### config.mk
export PLATFORM = sky130hd
export DESIGN_NAME = cgl_cell
export DESIGN_NICKNAME = d
export VERILOG_FILES = /design/src/rtl/crossover_genotype_lookup_core_assert.svh /design/src/rtl/cgl_pkg.sv /design/src/rtl/cgl_cell.sv
export SDC_FILE = /design/constraint.sdc
export NUM_CORES = 1
export LEC_CHECK = 0
export ABC_AREA = 1
export BUFFER_PORTS_ARGS = -buffer_cell sky130_fd_sc_hd__buf_2
export CAP_MARGIN = 0
export CORE_ASPECT_RATIO = 1.25
export CORE_UTILIZATION = 57
export DETAILED_ROUTE_END_ITERATION = 10
export PLACE_DENSITY = 0.85
export SYNTH_ARGS = -nofsm -noshare
export SYNTH_HDL_FRONTEND = slang
export SYNTH_SLANG_ARGS = --single-unit
### constraint.sdc
create_clock -name clock -period 4 [get_ports clock]
set_clock_uncertainty 0.05 [all_clocks]
set_input_delay 0 -clock clock [delete_from_list [all_inputs] [get_ports clock]]
set_output_delay 0 -clock clock [all_outputs]
set_load 0.1 [all_outputs]
### src/rtl/crossover_genotype_lookup_core_assert.svh
// Assertion macros for the genotype lookup core
`ifndef CROSSOVER_GENOTYPE_LOOKUP_CORE_ASSERT_SVH
`define CROSSOVER_GENOTYPE_LOOKUP_CORE_ASSERT_SVH

// Same-cycle implication, disabled during reset
`define CGL_ASSERT_IMP(lbl, clk, rst, ante, cons, msg) \
   lbl: assert property (@(posedge clk) disable iff (rst) (ante) |-> (cons)) else $error(msg);

// Next-cycle implication, disabled during reset
`define CGL_ASSERT_NXT(lbl, clk, rst, ante, cons, msg) \
   lbl: assert property (@(posedge clk) disable iff (rst) (ante) |=> (cons)) else $error(msg);

`endif

### src/rtl/cgl_pkg.sv
package cgl_pkg;

   // Field widths
   localparam int POS_W    = 32;
   localparam int ALLELE_W = 4;
   localparam int GENO_W   = 9;
   localparam int STATUS_W = 2;
   localparam int MASK_W   = 1 << ALLELE_W;

   // Defaults and fixed limits
   localparam int MAX_SEGMENTS_DEFAULT = 32;
   localparam int FOUNDER_COUNT        = 8;

   // Request kinds carried on tuser
   typedef enum logic [1:0] {
      REQ_LOAD_MAT = 2'd0,
      REQ_LOAD_PAT = 2'd1,
      REQ_QUERY    = 2'd2,
      REQ_CLEAR    = 2'd3
   } cgl_req_type;

   // Result status codes
   localparam logic [STATUS_W-1:0] STATUS_OK        = 2'd0;
   localparam logic [STATUS_W-1:0] STATUS_NOT_FOUND = 2'd1;
   localparam logic [STATUS_W-1:0] STATUS_OVERFLOW  = 2'd2;

   // Register map (word index)
   localparam logic REG_MULTI_FOUNDER_MODE = 1'b0;

   // Query token walking down the row of cells
   typedef struct packed {
      logic                active;
      logic [POS_W-1:0]    pos;
      logic [ALLELE_W-1:0] mat;
      logic [ALLELE_W-1:0] pat;
   } cgl_token_type;

   // Segment write broadcast to every cell
   typedef struct packed {
      logic                mat_we;
      logic                pat_we;
      logic [POS_W-1:0]    seg_end;
      logic [ALLELE_W-1:0] founder;
   } cgl_load_type;

endpackage

### src/rtl/cgl_cell.sv
module cgl_cell #(
   parameter int MAX_SEGMENTS = cgl_pkg::MAX_SEGMENTS_DEFAULT,
   parameter int INDEX        = 0,
   localparam int CNT_W       = $clog2(MAX_SEGMENTS + 1)
) (
   input  logic                  clock,
   input  logic                  reset,
   input  logic                  advance,
   input  cgl_pkg::cgl_load_type load,
   input  logic [CNT_W-1:0]      mat_count,
   input  logic [CNT_W-1:0]      pat_count,
   input  cgl_pkg::cgl_token_type tok_left,
   output cgl_pkg::cgl_token_type tok_right
);

   logic [cgl_pkg::POS_W-1:0]    mat_end_ff;
   logic [cgl_pkg::ALLELE_W-1:0] mat_fdr_ff;
   logic [cgl_pkg::POS_W-1:0]    pat_end_ff;
   logic [cgl_pkg::ALLELE_W-1:0] pat_fdr_ff;
   cgl_pkg::cgl_token_type       tok_ff;
   cgl_pkg::cgl_token_type       tok_in;
   logic                         mat_hit;
   logic                         pat_hit;

   // Segment storage: this cell holds entry INDEX of each list
   always_ff @(posedge clock) begin
      if (load.mat_we && (mat_count == CNT_W'(INDEX))) begin
         mat_end_ff <= load.seg_end;
         mat_fdr_ff <= load.founder;
      end
      if (load.pat_we && (pat_count == CNT_W'(INDEX))) begin
         pat_end_ff <= load.seg_end;
         pat_fdr_ff <= load.founder;
      end
   end

   // First reaching segment wins: only fill an allele still empty
   always_comb begin
      mat_hit = (tok_left.mat == '0) && (CNT_W'(INDEX) < mat_count) &&
                (mat_end_ff >= tok_left.pos);
      pat_hit = (tok_left.pat == '0) && (CNT_W'(INDEX) < pat_count) &&
                (pat_end_ff >= tok_left.pos);
      tok_in     = tok_left;
      if (mat_hit) begin
         tok_in.mat = mat_fdr_ff;
      end
      if (pat_hit) begin
         tok_in.pat = pat_fdr_ff;
      end
   end

   // Hand the token on to the next cell
   always_ff @(posedge clock) begin
      if (reset) begin
         tok_ff.active <= 1'b0;
      end else if (advance) begin
         tok_ff <= tok_in;
      end
   end

   assign tok_right = tok_ff;

endmodule

==> results of run 1 <==
==> state kept, by name, summed over array words and instances (netlist names) <==
register / cells
mat_end_ff: 32
tok_right: 41
mat_fdr_ff: 4
pat_end_ff: 32
pat_fdr_ff: 4
==> power groups by stage <==
| stage | Sequential (W) | Clock [W] | Combinational [W] |
|---|---|---|---|
| 5_1_grt | 0.00135 | 0.00162 | 0.000492 |
| 6_report | 0.00135 | 0.00156 | 0.000465 |
| 2_1_floorplan | 0.00156 | 0 | 0.0000876 |
| 4_1_cts | 0.00135 | 0.00156 | 0.000453 |
| 3_3_place_gp | 0.00137 | 0 | 0.000371 |
| 3_5_place_dp | 0.00137 | 0 | 0.000384 |
==> per-layer routing <==
metal,global-route usage,share of wire,up-vias,wire length (um)
li1,-,-,1920,-
met1,0.292,0.33,1919,4590
met2,0.608,0.58,194,7950
met3,0.0893,0.058,46,804
met4,0.150,0.032,0,444
met5,0,0,-,0
==> worst min-delay path, stage by stage <==
cell and delay [ps]:
buf_2 100, inv_1 90, nor2_4 200
==> final timing paths <==
check                           start                  endpoint  slack, ps  cells after the start
max reg2reg  mat_end_ff[27]$_DFFE_PP_    tok_right[6]$_DFFE_PP_       1440                     10
max          mat_end_ff[27]$_DFFE_PP_    tok_right[6]$_DFFE_PP_       1440                     10
min                          load[37]  mat_end_ff[27]$_DFFE_PP_         40                      3
min reg2reg   pat_fdr_ff[0]$_DFFE_PP_    tok_right[0]$_DFFE_PP_        520                      2
==> per-stage QoR <==
step / hold slack [ps] / instance area, sq um / utilization / instances / total power (W)
after detailed placement: 141 / 6030 / 0.689 / 669 / 0.00175
after global routing: 57.5 / 7480 / 0.855 / 785 / 0.00346
after floorplan: 19.1 / 5180 / - / 415 / 0.00165
after CTS: 11.5 / 7480 / 0.855 / 785 / 0.00336
after global placement: 137 / 6030 / 0.689 / 669 / 0.00174
final: 37.1 / 7480 / 0.855 / 785 / 0.00338
==> area by class of cell <==
cell class / count / area share
clock buffer: 21 / 0.0601
sequential: 113 / 0.453
multi-input combinational: 236 / 0.211
tap: 120 / 0.0201
inverter: 66 / 0.0331
clock inverter: 11 / 0.0214
timing repair buffer: 218 / 0.202
==> cells in the mapped netlist, drive strengths merged <==
cell type / n / share of area
a21o: 2 / 0.0031
a21oi: 30 / 0.029
dfxtp: 1 / 0.0039
edfxtp: 112 / 0.65
ha: 64 / 0.15
inv: 66 / 0.048
nand2: 84 / 0.062
nand3: 10 / 0.0097
nand4: 6 / 0.0072
nor2: 29 / 0.021
nor3: 1 / 0.00096
o21a: 4 / 0.0058
o21ai: 6 / 0.0058
==> kinds of logic after synthesis <==
family / Yosys count
flops: 113
fa+ha+maj: 64
simple gates: 130
compound gates: 42
buf+inv: 66
==> metrics.yaml, run 1 <==
clocking:
  cts_setup_buffers: 0
  clkTransAtPathRegs_ps: 60
  h-tree-depth: 4
  cts_buffer_depth: 2
  clkSinkCount: 113
  cts_root_buffer: "clkbuf_8"
  cts_resized: 0
  cts_buffers: 17
  hold_buffers: 84
  cts_tree: "done"
  clock_latency_ps: 530
timing:
  fin_ws_ps: 1440
  period_share: 0.641
  slew-limit-headroom: 0.188
  hold_viol: 0
  period_minus_slack_ps: 2560
  worst_pin_slew_ps: 1220
  max_freq_mhz: 390
  fin_setup_tns_ps: 0
  drv_slew: 0
  rsz0062_at_grt: "false"
  setup_viol: 0
logic_synthesis:
  syn_inst: 415
  avgSynthCellArea_sq_um: 12.5
  synth_seq_area_share: 0.653
  ys_types: 17
  yosys.area_share.xor_xnor: 0
  synth_adder_area_share: 0.155
  synth_fp_nets: 573
  synth_top_family_by_area: "adder cells"
  synth_mux_area_frac: 0
  synthSimpleGateAreaFrac: 0.101
  synth-compound-area-share: 0.0437
  yosysWarningCount: 0
  synth_seq_cells: 113
  netlist_area_sq_mm: 0.00518
detailed_routing:
  ant_nets: 0
  dr.first_iter.drc_count: 298
  dr.pass1.iters: 4
  totalWireLength_um: 13800
  drc_errors: 0
  dr_total_vias: 4079
  viasPerCell: 5.20
  wl_per_cell_um: 17.6
finish:
  antenna_cells: 0
  multi_input_area_sq_mm: 0.00157
  fillers: 447
  drive_above_1_share: 0.259
  final_common_cell: "buf_2"
  ff_latch_area_sq_mm: 0.00338
  nets: 810
  area_growth_pct: 44.3
  layout_common_cells: "134 x buf_2, 112 x edfxtp_1, 84 x dlygate4sd3_1, 82 x nand2_1, 65 x inv_1"
power_and_ir_drop:
  ir_drop_uv: 396
  swShare: 0.253
  p_leak_nw: 3.42
  switching_power_w: 0.000853
  p_seq_frac: 0.399
  p_per_area_mw_per_mm2: 451
  clkPwrFrac: 0.463
  pwr-share-comb: 0.138
  internal-power_w: 0.00252
setup_path:
  slowest_stage: "dlygate4sd3_1"
  crit_buf_inv: 1
  start_kind: "flop"
  max_stage_delay_ps: 590
  cp_cell_sequence: "ha_1 -> a21oi_1 -> o21ai_0 -> nand2_1 -> nand2_1 -> a21oi_1 -> nand2_2 -> nand3_1 -> nand2_1 -> dlygate4sd3_1"
  critPathKind: "reg -> reg"
  cp-end-kind: "flop"
  cp.arrival_ps: 2780
  path_delay_family: "buffers and inverters"
  cpMostUsedCell: "nand2_1"
  required_ps: 4220
  worstPathMaxFanout: 4
placed_design:
  dp_worst_setup_slack_ps: 2170
  gp_congestion: 0.844
  dp_hpwl_um: 7620
  place.port_buffers: 134
floorplan:
  die-area_sq_mm: 0.00948
  die_x_um: 87.3
  core.rowCount: 38
  die_y_um: 109
  io_pins: 135
  start_util: 0.592
  core_sq_mm: 0.00875
global_routing:
  grt_pass1_vias: 4450
  grt_pass1_wl_um: 21100
  grt_overflow_total: 0
  grt_max_degree: 41
  antenna_found_initial: 0
  grt_use_total: 0.313
min_path:
  hold_path.class: "in -> reg"
run_status:
  status: "completed"
job:
  max-cap-violations: 0
No activity file was read; power rests on OpenSTA's default activity.
==> run 2, diff against run 1 <==
- ABC_AREA: 1 -> 0
- CORE_UTILIZATION: 57 -> 48
- PLACE_DENSITY: 0.85 -> 0.77
- clock period: 4 -> 2.1 ns (I/O delays scaled with it)
==> metrics.yaml, run 2 <==
detailed_routing:
  wl_per_cell_um: 17.6  # +0.35%
  dr.pass1.iters: 4  # unchanged
  dr.first_iter.drc_count: 215  # -28%
  ant_nets: 0  # unchanged
  dr_total_vias: 3898  # -4.4%
  viasPerCell: 5.27  # +1.5%
  totalWireLength_um: 13000  # -5.5%
  drc_errors: 0  # unchanged
finish:
  finish.instance_area_sq_mm: 0.00781  # +4.5%
  layout_common_cells: "134 x buf_2, 112 x edfxtp_1, 78 x dlygate4sd3_1, 56 x ha_1, 38 x inv_1"
  antenna_cells: 0  # unchanged
  drive_above_1_share: 0.346  # +0.0873
  largest_reg_flops: 41  # unchanged
  nets: 755  # -6.8%
  final_common_cell: "buf_2"
  area_growth_pct: 51.6
floorplan:
  core.rowCount: 41  # +7.9%
  io_pins: 135  # unchanged
  die-area_sq_mm: 0.0112  # +18%
  start_util: 0.502  # -0.0902
  core_sq_mm: 0.0103  # +17%
  die_x_um: 94.7  # +8.5%
  die_y_um: 118  # +8.5%
clocking:
  clkTransAtPathRegs_ps: 50  # about the same
  cts_buffer_depth: 2  # unchanged
  cts_root_buffer: "clkbuf_16"
  h-tree-depth: 4  # unchanged
  cts_buffers: 17  # unchanged
  cts_tree: "done"
  clock_latency_ps: 410  # -120 ps
  clkSinkCount: 113  # unchanged
global_routing:
  antenna_found_initial: 0  # unchanged
  grt_pass1_wl_um: 19600  # -6.8%
  grt_use_total: 0.238  # -0.0755
  grt_max_degree: 37  # -9.8%
  top_usage_layer: "met2"
  grt_overflow_total: 0  # unchanged
  met2_usage: 0.451  # -0.157
  met1_usage: 0.240  # -0.0524
  gr-usage-met3: 0.0581  # -0.0312
  grt_pass1_vias: 4239  # -4.7%
placed_design:
  gp_congestion: 0.788  # -6.6%
  placed_area_sq_mm: 0.00613  # +1.7%
  dp_hpwl_um: 8350  # +9.6%
  dp_worst_setup_slack_ps: -136  # -2300 ps
  place.port_buffers: 134  # unchanged
logic_synthesis:
  ys_types: 37  # +20
  synth_area_leaders: "edfxtp_1 65%, ha_1 16%, inv_1 2.8%, a21oi_1 2.6%, nand4_1 1.3%"
  async_flop_share: 0  # unchanged
  yosysMostFrequentCell: "edfxtp_1"
  yosysWarningCount: 0  # unchanged
  synth_seq_area_share: 0.657  # +0.00380
  synth_fp_nets: 506  # -12%
  yosysTopAreaCell: "edfxtp_1"
  yosys_most_used_dff: "edfxtp_1"
  netlist_area_sq_mm: 0.00515  # -0.58%
  synth_seq_cells: 113  # unchanged
  synth_edf_count: 112  # unchanged
  avgSynthCellArea_sq_um: 14.8  # +19%
  synth.top_cell.area_share: 0.653  # +0.00378
  syn_inst: 348  # -16%
  yosys-top-cells-count: "112 x edfxtp_1, 64 x ha_1, 38 x inv_1"
setup_path:
  cp.arrival_ps: 2240  # -540 ps
  start_kind: "flop"
  cp-end-kind: "flop"
  worstPathMaxFanout: 4  # unchanged
  critPathKind: "reg -> reg"
  required_ps: 2190  # -2030 ps
  reg2reg_depth: 7  # -3
power_and_ir_drop:
  power_w: 0.00649  # +92%
  p_per_area_mw_per_mm2: 831  # +84%
  ir_drop_uv: 671  # +69%
  p_leak_nw: 3.25  # -5.0%
timing:
  max_freq_mhz: 466  # +20%
  period_share: 1.02  # +0.380
  slew-limit-headroom: 0.615  # +0.427
  fin_ws_ps: -43.7  # -1480 ps
  worst_pin_slew_ps: 577  # -638 ps
  setup_viol: 5  # +5
  rsz0062_at_grt: "true"
  period_minus_slack_ps: 2140  # -419 ps
  hold_viol: 0  # unchanged
  drv_slew: 0  # unchanged
  hold_slack_ps: 62.5  # +25.5 ps
min_path:
  whs_path_depth: 2  # -1
  hold_path.class: "in -> reg"
run_status:
  status: "finished with violations"
  violations: "negative setup slack"
job:
  max-cap-violations: 0  # unchanged
-- run 2: cell count changes after synthesis, sizes merged, moves of 5 or more --
| cell | previous run | this run |
|---|---|---|
| inv | 66 | 38 |
| nand2 | 84 | 16 |
| nand4 | 6 | 12 |
| nor2 | 29 | 8 |
| o211ai | 0 | 5 |
| o21ai | 6 | 11 |
-- run 2: worst paths after layout --
path	start	endpoint	slack, ps
worst max-delay path	mat_end_ff[31]$_DFFE_PP_	tok_right[5]$_DFFE_PP_	-40
worst min-delay path	advance	tok_right[35]$_DFFE_PP_	60
worst max register to register	mat_end_ff[31]$_DFFE_PP_	tok_right[5]$_DFFE_PP_	-40
worst min register to register	mat_fdr_ff[0]$_DFFE_PP_	tok_right[4]$_DFFE_PP_	640
-- run 2: area by class of cell --
type / count / area, sq um
clock inverter: 15 / 196
inverter: 38 / 143
tap: 129 / 161
multi-input combinational: 197 / 1880
clock buffer: 17 / 425
sequential: 113 / 3380
timing repair buffer: 230 / 1620
fill: 650 / 2450
-- run 2: power by group --
part / total [W] / switching (W) / internal, W
sequential: 0.00257 / 0.0000159 / 0.00255
combinational: 0.000912 / 0.000609 / 0.000304
clock: 0.00301 / 0.000942 / 0.00207
-- run 2: kinds of logic after synthesis --
group,count (synthesis),share of synthesized area
flip-flops,113,0.657
buffers and inverters,38,0.0277
adder cells (fa/ha/maj),64,0.155
AO/OA/AOI/OAI,64,0.0816
AND/OR/NAND/NOR,68,0.0767
multiplexers,1,0.00194
-- run 2: what timing repair did --
item | CTS | global route
hold buffers | 78 | 0
resized for setup | 10 | 21
pin swaps | 5 | 25
setup endpoints to repair | 8 | 8
buffers inserted | 2 | 5
hold endpoints to repair | 128 | 0
-- run 2: stage by stage --
| stage | std cells | util | TNS (ps) |
|---|---|---|---|
| floorplan | 348 | - | -6040 |
| global placement | 623 | 0.597 | -272 |
| detailed placement | 623 | 0.597 | -644 |
| global route | 739 | 0.761 | -532 |
| CTS | 735 | 0.741 | -154 |
| finish | 739 | 0.761 | -137 |
-- run 2: worst max-delay path: stages, from the launching register on --
cell and delay, ps:
edfxtp_1 420, ha_4 250, nand4_1 160, buf_4 140, nor2_1 40, a221o_1 350, nor3_4 320, o221ai_2 160
-- run 2: routing by layer --
metal	wire, um	part of all wire
met2	7380	0.57
met5	0	0
met1	4740	0.36
met3	648	0.050
met4	260	0.020
==> run 3, diff against run 2 <==
- CORE_MARGIN: unset -> 2
==> metrics.yaml, run 3 (same netlist as run 2, synthesis figures left out) <==
min_path:
  hold_path.class: "in -> reg"
  worstHoldEndpoint: "pat_end_ff[29]$_DFFE_PP_"
  whs_path_depth: 3  # +1
  min_from: "pat_count[0]"
detailed_routing:
  dr.pass1.iters: 4  # unchanged
  ant_nets: 0  # unchanged
  dr_total_vias: 3846  # -1.3%
  wl_per_cell_um: 16.8  # -4.7%
  dr.first_iter.drc_count: 224  # +4.2%
  viasPerCell: 5.23  # -0.80%
  totalWireLength_um: 12400  # -5.2%
  drc_errors: 0  # unchanged
placed_design:
  dp_cells: 622  # -0.16%
  place.port_buffers: 134  # unchanged
  gp_congestion: 0.814  # +3.4%
  dp_hpwl_um: 8220  # -1.6%
  placed_area_sq_mm: 0.00610  # -0.43%
finish:
  antenna_cells: 0  # unchanged
  drive_above_1_share: 0.338  # -0.00759
  final_cells: 735  # -0.54%
  final_core_util: 0.731  # -0.0299
  finish.instance_area_sq_mm: 0.00768  # -1.6%
  layout_common_cells: "134 x buf_2, 112 x edfxtp_1, 78 x dlygate4sd3_1, 58 x ha_1, 38 x inv_1"
  final_common_cell: "buf_2"
  largest_reg_flops: 41  # unchanged
  area_growth_pct: 49.2
  nets: 748  # -0.93%
floorplan:
  io_pins: 135  # unchanged
  die_y_um: 120  # +1.7%
  die_x_um: 96.7  # +2.1%
  core.rowCount: 42  # +2.4%
  die-area_sq_mm: 0.0116  # +3.8%
  core_sq_mm: 0.0105  # +2.4%
  start_util: 0.490  # -0.0120
timing:
  fin_ws_ps: -43.9  # -0.222 ps
  drv_slew: 0  # unchanged
  rsz0062_at_grt: "true"
  setup_viol: 6  # +1
  slew-limit-headroom: 0.629  # +0.0140
  hold_viol: 0  # unchanged
  worst_pin_slew_ps: 557  # -19.8 ps
  max_freq_mhz: 466  # about the same
  period_minus_slack_ps: 2140  # +0.222 ps
  hold_slack_ps: 82.3  # +19.7 ps
  period_share: 1.02  # about the same
setup_path:
  cp.arrival_ps: 2340  # +100 ps
  cpMostUsedCell: "nand4_1"
  cp-end-kind: "flop"
  required_ps: 2290  # +100 ps
  crit_buf_inv: 0  # -1
  worstReg2RegEnd: "tok_right[5]$_DFFE_PP_"
  critPathKind: "reg -> reg"
  max_stage_delay_ps: 620  # +200 ps
  path_delay_family: "simple AND/OR/NAND/NOR gates"
  slowest_stage: "or4_4"
  reg2reg_depth: 6  # -1
  rr_startpoint: "mat_end_ff[27]$_DFFE_PP_"
  start_kind: "flop"
  rrSetupSlack_ps: -40  # about the same
  cp_cell_sequence: "ha_1 -> nand4_1 -> or4_4 -> nor2_4 -> nand4_1 -> o221ai_2"
  worstPathMaxFanout: 4  # unchanged
clocking:
  cts_tree: "done"
  cts_root_buffer: "clkbuf_16"
  clock_latency_ps: 410  # about the same
  clkTransAtPathRegs_ps: 50  # about the same
  cts_buffer_depth: 2  # unchanged
  cts_buffers: 17  # unchanged
  clkSinkCount: 113  # unchanged
  h-tree-depth: 4  # unchanged
run_status:
  violations: "negative setup slack"
  status: "finished with violations"
power_and_ir_drop:
  p_per_area_mw_per_mm2: 812  # -2.3%
  power_w: 0.00624  # -3.9%
  ir_drop_uv: 652  # -2.8%
  p_leak_nw: 3.19  # -1.8%
job:
  max-cap-violations: 0  # unchanged
global_routing:
  antenna_found_initial: 0  # unchanged
  grt_pass1_vias: 4159  # -1.9%
  grt_max_degree: 41  # +11%
  grt_use_total: 0.216  # -0.0219
  grt_overflow_total: 0  # unchanged
  grt_pass1_wl_um: 19400  # -1.1%
==> run 3: final cells by class <==
cell class,count,area (sq um)
flip-flops and latches,113,3380
clock buffers,19,433
multi-input cells,197,1860
clock inverters,13,144
fillers,673,2830
inverters,38,143
repair buffers,223,1560
well taps,132,165
==> run 3: metrics by stage <==
step | setup WS, ps | setup TNS [ps]
after floorplan | -168 | -6040
after global placement | -43.9 | -227
after detailed placement | -121 | -832
after CTS | -52.9 | -181
after global routing | -114 | -664
final | -43.9 | -109
==> run 3: what timing repair did <==
item | in CTS | in global routing
buffers inserted | 2 | 1
resized for setup | 10 | 18
endpoints found under the setup margin | 8 | 8
pin swaps | 5 | 8
hold buffers | 78 | 0
endpoints found under the hold margin | 113 | 0
==> run 3: worst register-to-register path: stages (launching register included) <==
cell	delay (ps)
edfxtp_1	370
ha_1	330
nand4_1	150
or4_4	620
nor2_4	160
nand4_1	130
o221ai_2	170
==> run 3: worst max-delay path by stage <==
stage / from / endpoint / slack (ps) / depth (start not counted)
floorplan: pat_count[5] / pat_end_ff[0]$_DFFE_PP_ / -170 / 2
global placement: pat_end_ff[11]$_DFFE_PP_ / tok_right[3]$_DFFE_PP_ / -40 / 6
detailed placement: mat_end_ff[30]$_DFFE_PP_ / tok_right[5]$_DFFE_PP_ / -120 / 6
CTS: pat_end_ff[9]$_DFFE_PP_ / tok_right[3]$_DFFE_PP_ / -50 / 6
global route: mat_end_ff[23]$_DFFE_PP_ / tok_right[5]$_DFFE_PP_ / -110 / 6
finish: mat_end_ff[27]$_DFFE_PP_ / tok_right[5]$_DFFE_PP_ / -40 / 6
==> run 3: report_power, final <==
part | leakage (nW) | internal [W] | switching (W)
Clock | 0.285 | 0.00184 | 0.000942
Sequential | 1.03 | 0.00255 | 0.0000161
Combinational | 1.87 | 0.000292 | 0.000598
Total | 3.19 | 0.00468 | 0.00156
==> run 3: per-layer routing <==
metal,global-route usage,share of wire
met2,0.418,0.55
met4,0.0739,0.023
met1,0.219,0.37
met5,0,0
met3,0.0606,0.051
